<file path="src/sv/sqlid_pkg.sv">
// ----------------------------------------------------------------------------
// sqlid_pkg
// Shared types, character constants and class helpers for the identifier check.
// ----------------------------------------------------------------------------
package sqlid_pkg;

    localparam logic [7:0] CH_NUL        = 8'h00;
    localparam logic [7:0] CH_QUOTE      = 8'h22;
    localparam logic [7:0] CH_DOT        = 8'h2E;
    localparam logic [7:0] CH_UNDERSCORE = 8'h5F;
    localparam logic [7:0] CH_SPACE      = 8'h20;
    localparam logic [7:0] CH_TAB        = 8'h09;
    localparam logic [7:0] CH_CR         = 8'h0D;

    // check_mode codes
    localparam logic MODE_QUALIFIED = 1'b0;
    localparam logic MODE_SIMPLE    = 1'b1;

    typedef enum logic [2:0] {
        ST_START = 3'd0,  // expecting start of name / part
        ST_WORD  = 3'd1,  // inside unquoted run
        ST_INQ   = 3'd2,  // inside quotes
        ST_QEND  = 3'd3,  // just saw a quote inside quotes
        ST_AFTER = 3'd4,  // trailing whitespace after a part
        ST_NEED  = 3'd5,  // after a dot, part required
        ST_FAIL  = 3'd6   // sticky reject
    } parse_state_t;

    // One parse step as seen by the top level
    typedef struct packed {
        parse_state_t next_state;
        logic         pass;       // name would pass if it ended here
    } step_res_t;

    function automatic logic is_ws(input logic [7:0] c);
        return (c == CH_SPACE) || ((c >= CH_TAB) && (c <= CH_CR));
    endfunction

    function automatic logic is_word(input logic [7:0] c);
        return ((c >= 8'h30) && (c <= 8'h39)) ||
               ((c >= 8'h41) && (c <= 8'h5A)) ||
               ((c >= 8'h61) && (c <= 8'h7A)) ||
               (c == CH_UNDERSCORE);
    endfunction

endpackage

</file>
<file path="src/sv/sqlid_step.sv">
// ----------------------------------------------------------------------------
// sqlid_step
// Next-state and end-of-name decision for one byte in either check mode.
// ----------------------------------------------------------------------------
module sqlid_step (
    input  sqlid_pkg::parse_state_t state,
    input  logic [7:0]              ch,
    input  logic                    empty_string,
    input  logic                    mode,
    output sqlid_pkg::step_res_t    res
);
    import sqlid_pkg::*;

    parse_state_t nq;
    parse_state_t ns;
    parse_state_t nxt;

    // qualified dotted name
    always_comb
    begin
        nq = ST_FAIL;
        if (ch != CH_NUL)
        begin
            unique case (state)
                ST_START, ST_NEED:
                begin
                    if (is_ws(ch))           nq = state;
                    else if (ch == CH_QUOTE) nq = ST_INQ;
                    else if (is_word(ch))    nq = ST_WORD;
                    else                     nq = ST_FAIL;
                end
                ST_WORD:
                begin
                    if (is_word(ch))         nq = ST_WORD;
                    else if (ch == CH_DOT)   nq = ST_NEED;
                    else if (is_ws(ch))      nq = ST_AFTER;
                    else                     nq = ST_FAIL;
                end
                ST_INQ:
                    nq = (ch == CH_QUOTE) ? ST_QEND : ST_INQ;
                ST_QEND:
                begin
                    if (ch == CH_QUOTE)      nq = ST_INQ;
                    else if (ch == CH_DOT)   nq = ST_NEED;
                    else if (is_ws(ch))      nq = ST_AFTER;
                    else                     nq = ST_FAIL;
                end
                ST_AFTER:
                begin
                    if (is_ws(ch))           nq = ST_AFTER;
                    else if (ch == CH_DOT)   nq = ST_NEED;
                    else                     nq = ST_FAIL;
                end
                default:
                    nq = ST_FAIL;
            endcase
        end
    end

    // simple single name; NUL is an ordinary byte here
    always_comb
    begin
        unique case (state)
            ST_START:
            begin
                if (ch == CH_QUOTE)   ns = ST_INQ;
                else if (is_word(ch)) ns = ST_WORD;
                else                  ns = ST_FAIL;
            end
            ST_WORD: ns = is_word(ch) ? ST_WORD : ST_FAIL;
            ST_INQ:  ns = (ch == CH_QUOTE) ? ST_QEND : ST_INQ;
            ST_QEND: ns = (ch == CH_QUOTE) ? ST_INQ : ST_FAIL;
            default: ns = ST_FAIL;
        endcase
    end

    always_comb
    begin
        if (empty_string)             nxt = ST_FAIL;
        else if (mode == MODE_SIMPLE) nxt = ns;
        else                          nxt = nq;

        res.next_state = nxt;
        if (mode == MODE_SIMPLE)
            res.pass = (nxt == ST_WORD) || (nxt == ST_QEND);
        else
            res.pass = (nxt == ST_START) || (nxt == ST_WORD) ||
                       (nxt == ST_QEND)  || (nxt == ST_AFTER);
    end

endmodule

</file>
<file path="src/sv/sql_identifier_validator_core.sv">
// Path: a last byte goes from the stage 1 register into the result register.
// Throughput: one byte per cycle; the parse step is a single state transition.
// The input stalls only when a last byte waits behind an unaccepted result.
// Reset (rst_n low, asynchronous): mode = qualified, parser at start of name,
// both pipeline stages empty.
// ----------------------------------------------------------------------------
// sql_identifier_validator_core
// Byte-serial SQL identifier syntax check with a one-bit result per name.
// ----------------------------------------------------------------------------
module sql_identifier_validator_core (
    input  logic       clk,
    input  logic       rst_n,

    // mode register write port
    input  logic       cfg_wr_en,
    input  logic       cfg_wr_data,

    // byte input channel
    input  logic       in_valid,
    output logic       in_stall,
    input  logic [7:0] ch,
    input  logic       last,
    input  logic       empty_string,

    // result channel
    output logic       out_valid,
    input  logic       out_stall,
    output logic       valid_res
);
    import sqlid_pkg::*;

    // config
    logic         mode_reg;

    // stage 1: registered input item
    logic         s1_valid_reg;
    logic [7:0]   s1_ch_reg;
    logic         s1_last_reg;
    logic         s1_empty_reg;

    // parser state carried from byte to byte
    parse_state_t state_reg;
    parse_state_t state_next;

    // stage 2: result register
    logic         res_valid_reg;
    logic         res_reg;

    step_res_t    step;
    logic         s1_adv;     // stage 1 item consumed this cycle
    logic         in_acc;
    logic         out_acc;

    sqlid_step u_step (
        .state        (state_reg),
        .ch           (s1_ch_reg),
        .empty_string (s1_empty_reg),
        .mode         (mode_reg),
        .res          (step)
    );

    // A non-last byte always moves on; a last byte needs room in the
    // result register (empty, or being drained this cycle).
    assign s1_adv   = s1_valid_reg &&
                      !(s1_last_reg && res_valid_reg && out_stall);
    assign in_stall = s1_valid_reg && !s1_adv;
    assign in_acc   = in_valid && !in_stall;
    assign out_acc  = res_valid_reg && !out_stall;

    // Parser state: a mode write restarts the name, a last byte ends it.
    always_comb
    begin
        priority if (cfg_wr_en)
            state_next = ST_START;
        else if (s1_adv)
            state_next = s1_last_reg ? ST_START : step.next_state;
        else
            state_next = state_reg;
    end

    always_ff @(posedge clk or negedge rst_n)
    begin
        if (!rst_n)
        begin
            mode_reg      <= MODE_QUALIFIED;
            state_reg     <= ST_START;
            s1_valid_reg  <= 1'b0;
            res_valid_reg <= 1'b0;
        end
        else
        begin
            if (cfg_wr_en)
                mode_reg <= cfg_wr_data;
            state_reg <= state_next;

            if (in_acc)
                s1_valid_reg <= 1'b1;
            else if (s1_adv)
                s1_valid_reg <= 1'b0;

            if (s1_adv && s1_last_reg)
                res_valid_reg <= 1'b1;
            else if (out_acc)
                res_valid_reg <= 1'b0;
        end
    end

    // payload registers, no reset
    always_ff @(posedge clk)
    begin
        if (in_acc)
        begin
            s1_ch_reg    <= ch;
            s1_last_reg  <= last;
            s1_empty_reg <= empty_string;
        end
        if (s1_adv && s1_last_reg)
            res_reg <= step.pass;
    end

    assign out_valid = res_valid_reg;
    assign valid_res = res_reg;

endmodule

</file>
<file path="config.mk">
export PLATFORM = sky130hd
export DESIGN_NAME = sql_identifier_validator_core
export DESIGN_NICKNAME = d
export VERILOG_FILES = /design/src/sv/sqlid_pkg.sv /design/src/sv/sqlid_step.sv /design/src/sv/sql_identifier_validator_core.sv
export SDC_FILE = /design/constraint.sdc
export NUM_CORES = 1
export LEC_CHECK = 0
export BUFFER_PORTS_ARGS = -buffer_cell sky130_fd_sc_hd__buf_2
export CORE_MARGIN = 10
export CORE_UTILIZATION = 53
export DETAILED_ROUTE_END_ITERATION = 12
export GPL_TIMING_DRIVEN = 0
export HOLD_SLACK_MARGIN = 0.15
export PLACE_DENSITY = 0.74
export SLEW_MARGIN = 20
export SYNTH_ARGS = -nofsm -noshare
export SYNTH_HDL_FRONTEND = slang
export SYNTH_SLANG_ARGS = --single-unit
</file>
<file path="constraint.sdc">
create_clock -name clk -period 3.1 [get_ports clk]
set_clock_uncertainty 0.15 [all_clocks]
set_input_delay 0.62 -clock clk [delete_from_list [all_inputs] [get_ports clk]]
set_output_delay 0.62 -clock clk [all_outputs]
set_load 0.01 [all_outputs]
</file>
==> out/results.tsv <==
stage	metric	value	unit
timing	final hold violation count	0	
setup_path	type of the worst setup path	register to register	
die	die span in y	63.5	um
cts	Clock Tree Buf Depth	2	
run	Max Cap Viol	0	
cts	Worst-path clk slew	90	ps
timing	Slew headroom	0.561	
die	core area	1760	um2
setup_path	Slowest cell on crit path	or4b_4	
setup_path	worst-path fanout max	8	
placement	DP Wirelength	1.65	mm
setup_path	Crit path largest cell delay	550	ps
pwr	Net Sw Power	0.115	mW
min_path	Hold Startpoint	empty_string	
pwr	Pwr Density	397	nW/um2
timing	FMAX	364	MHz
die	Die W	63.5	um
cts	CTS sink count	17	
timing	setup violators final	0	
cts	cts bufs inserted	3	
yosys	asr flop ratio synth	0.353	
cts	root buffer cell	clkbuf_4	
yosys	Mapped Avg Cell Area	10.4	um2
yosys	syn_nets	112	
yosys	Post-Syn Area	1000	um2
grt	All-Layer GR Usage	0.108	
grt	GRT overflow	0	
pwr	sequential power share	0.600	
finish	fillcell total	168	
die	num rows	15	
min_path	WHS Path Cells	1	
setup_path	Worst R2R Start	s1_ch_reg[1]$_DFFE_PP_	
yosys	sequential share of the synthesized area	0.479	
route	WL/cell	14.3	um
placement	routability congestion estimate	0.828	
pwr	total power	0.461	mW
route	DRC errors left	0	
die	Starting Density	0.568	
setup_path	R2R depth	7	
setup_path	Critical path buffers and inverters	0	
run_status	status	completed	
setup_path	nature of the critical path endpoint	register	
finish	max reg flops	8	
pwr	clock share of power	0.234	
finish	Area Overhead vs Synth	15.7	%
finish	ant diodes	0	
cts	H-tree depth	1	
setup_path	crit path DAT	2630	ps
setup_path	CP startpoint	s1_ch_reg[1]$_DFFE_PP_	
timing	RSZ-0062 raised after global routing	false	
setup_path	CP Depth	7	
timing	Slew Viols, Final	0	
setup_path	CP Cell Sequence	or4b_4 -> a211oi_2 -> o21ai_2 -> a41o_1 -> a211o_1 -> nand3_2 -> mux2_1	
placement	Port-buffer cells	18	
placement	Setup WS pre-CTS	382	ps
timing	worst slew pin tran	641	ps
yosys	flops & latches, synth	17	
pwr	combinational fraction of design power	0.167	
timing	final setup margin	356	ps
finish	share of layout cells above drive strength 1	0.235	
route	Post-DRT Antenna Nets	0	
min_path	Hold/Removal Path Class	primary input to register	
setup_path	Required @ worst endpoint	2980	ps
route	total number of vias	837	
yosys	cells after synthesis	96	
pwr	VDD IR max	0.000307	V
route	Vias/cell	5.81	
timing	fin crit share	0.885	
finish	Nets	136	
route	Initial DRC Count	32	
yosys	commonest register cell after synthesis	edfxtp_1	
pwr	P_int	0.346	mW
grt	largest net degree at the start of global routing	11	
placement	placed insts	139	
setup_path	crit start category	register	
finish	Final Non-Filler Cells	144	
grt	initial antenna violation count	0	
yosys	yosys warns	0	
cts	Clk Latency, worst-skew pair	270	ps
grt	number of global-route vias before repair	872	
timing	clock period minus worst slack	2740	ps
cts	Setup Fix Bufs, Post-CTS	0	
pwr	leakage	0.461	nW
grt	first-pass GRT wire length	3.70	mm
die	Ports	19	
route	wirelength, routed	2.06	mm
yosys	Post-synth EDFFs	11	
die	die area	4030	um2
pwr	Net Sw Frac	0.250	
timing	setup tns final	0	ps
finish	fin util	0.657	
route	drt pass-1 iters	4	
setup_path	R2R Setup Slk	360	ps
setup_path	Top Family by Delay on Critical Path	compound AO/OA/AOI/OAI gates	
cts	CTS tree	done	
yosys	Synth cell types	46	
Yosys cell counts (all sizes together), types with 2 or more instances:
cell type,count,area share
edfxtp,11,0.33
nor2,8,0.032
a21oi,7,0.035
dfrtp,6,0.15
nand2,6,0.022
nand2b,6,0.037
nand3,5,0.030
o21ai,4,0.024
a31oi,3,0.019
inv,3,0.011
a211o,2,0.017
a211oi,2,0.020
and2,2,0.012
and4bb,2,0.025
clkbuf,2,0.0075
mux2,2,0.022
o21bai,2,0.015
o32ai,2,0.017
path summary, 6_finish.rpt:
kind / endpoint
setup / recovery: valid_res$_DFFE_PP_
hold / removal: s1_empty_reg$_DFFE_PP_
setup reg to reg: valid_res$_DFFE_PP_
hold reg to reg: out_valid$_DFFE_PN0P_
max in group asynchronous: mode_reg$_DFFE_PN0P_
min in group asynchronous: state_reg[2]$_DFFE_PN0P_
layout by cell type (no fill, tap or decap), types with 2 or more instances in the layout:
cell and instances:
o32ai_1 2, and2_1 2, o21ai_0 2, o21bai_1 2
nand3_1 4, a31oi_1 3, nand2_1 6, clkbuf_1 3
nand2b_1 6, buf_2 18, clkbuf_4 3, edfxtp_1 11
a211o_1 2, dfrtp_1 6, nor2_1 7, a21oi_1 7
inv_1 3
per-layer routing:
metal	vias to the layer above	GRT usage	part of all wire	wire, um
li1	423	-	-	-
met1	381	0.131	0.47	969
met2	27	0.175	0.47	965
met3	6	0.0283	0.046	94
met4	0	0.0492	0.015	30
met5	-	0	0	0
kinds of logic (layout without fill, tap and decap cells):
group,Yosys count,in the layout,synth area share
flops,17,17,0.479
buf+inv,5,28,0.0187
simple gates,40,40,0.246
compound gates,32,32,0.233
mux,2,2,0.0225
stage by stage:
step / hold WS [ps] / cell area [um2]
global route: 338 / 1160
CTS: 360 / 1160
finish: 371 / 1160
floorplan: 174 / 1000
global placement: 298 / 1120
detailed placement: 299 / 1120
final cells by class:
class | count | area [um2] | share of cell area
Multi-Input combinational cell | 74 | 503 | 0.434
Sequential cell | 17 | 480 | 0.414
Timing Repair Buffer | 19 | 100 | 0.0863
Tap cell | 25 | 31.3 | 0.0270
Clock buffer | 4 | 26.3 | 0.0227
Inverter | 3 | 11.3 | 0.00971
Buffer | 2 | 7.51 | 0.00647
power by group through the flow:
stage          combinational, mW  clock, mW  sequential, mW
2_1_floorplan             0.0515          0           0.277
3_3_place_gp              0.0740          0           0.280
3_5_place_dp              0.0757          0           0.281
4_1_cts                   0.0771      0.114           0.276
5_1_grt                   0.0869      0.129           0.279
6_report                  0.0767      0.108           0.276
worst register-to-register path, delay by kind of cell, from the launching register on:
kind,cells,cell delay [ps]
muxes,1,320
DFF,1,500
AOI/OAI and AO/OA,4,910
and+or+nand+nor,2,630
timing repair:
action                     CTS  global route
hold endpoints to repair     6             0
hold buffers                 1             0
setup endpoints to repair    0             0
gates resized for setup      0             0
Power figures use the tool's default switching activity.
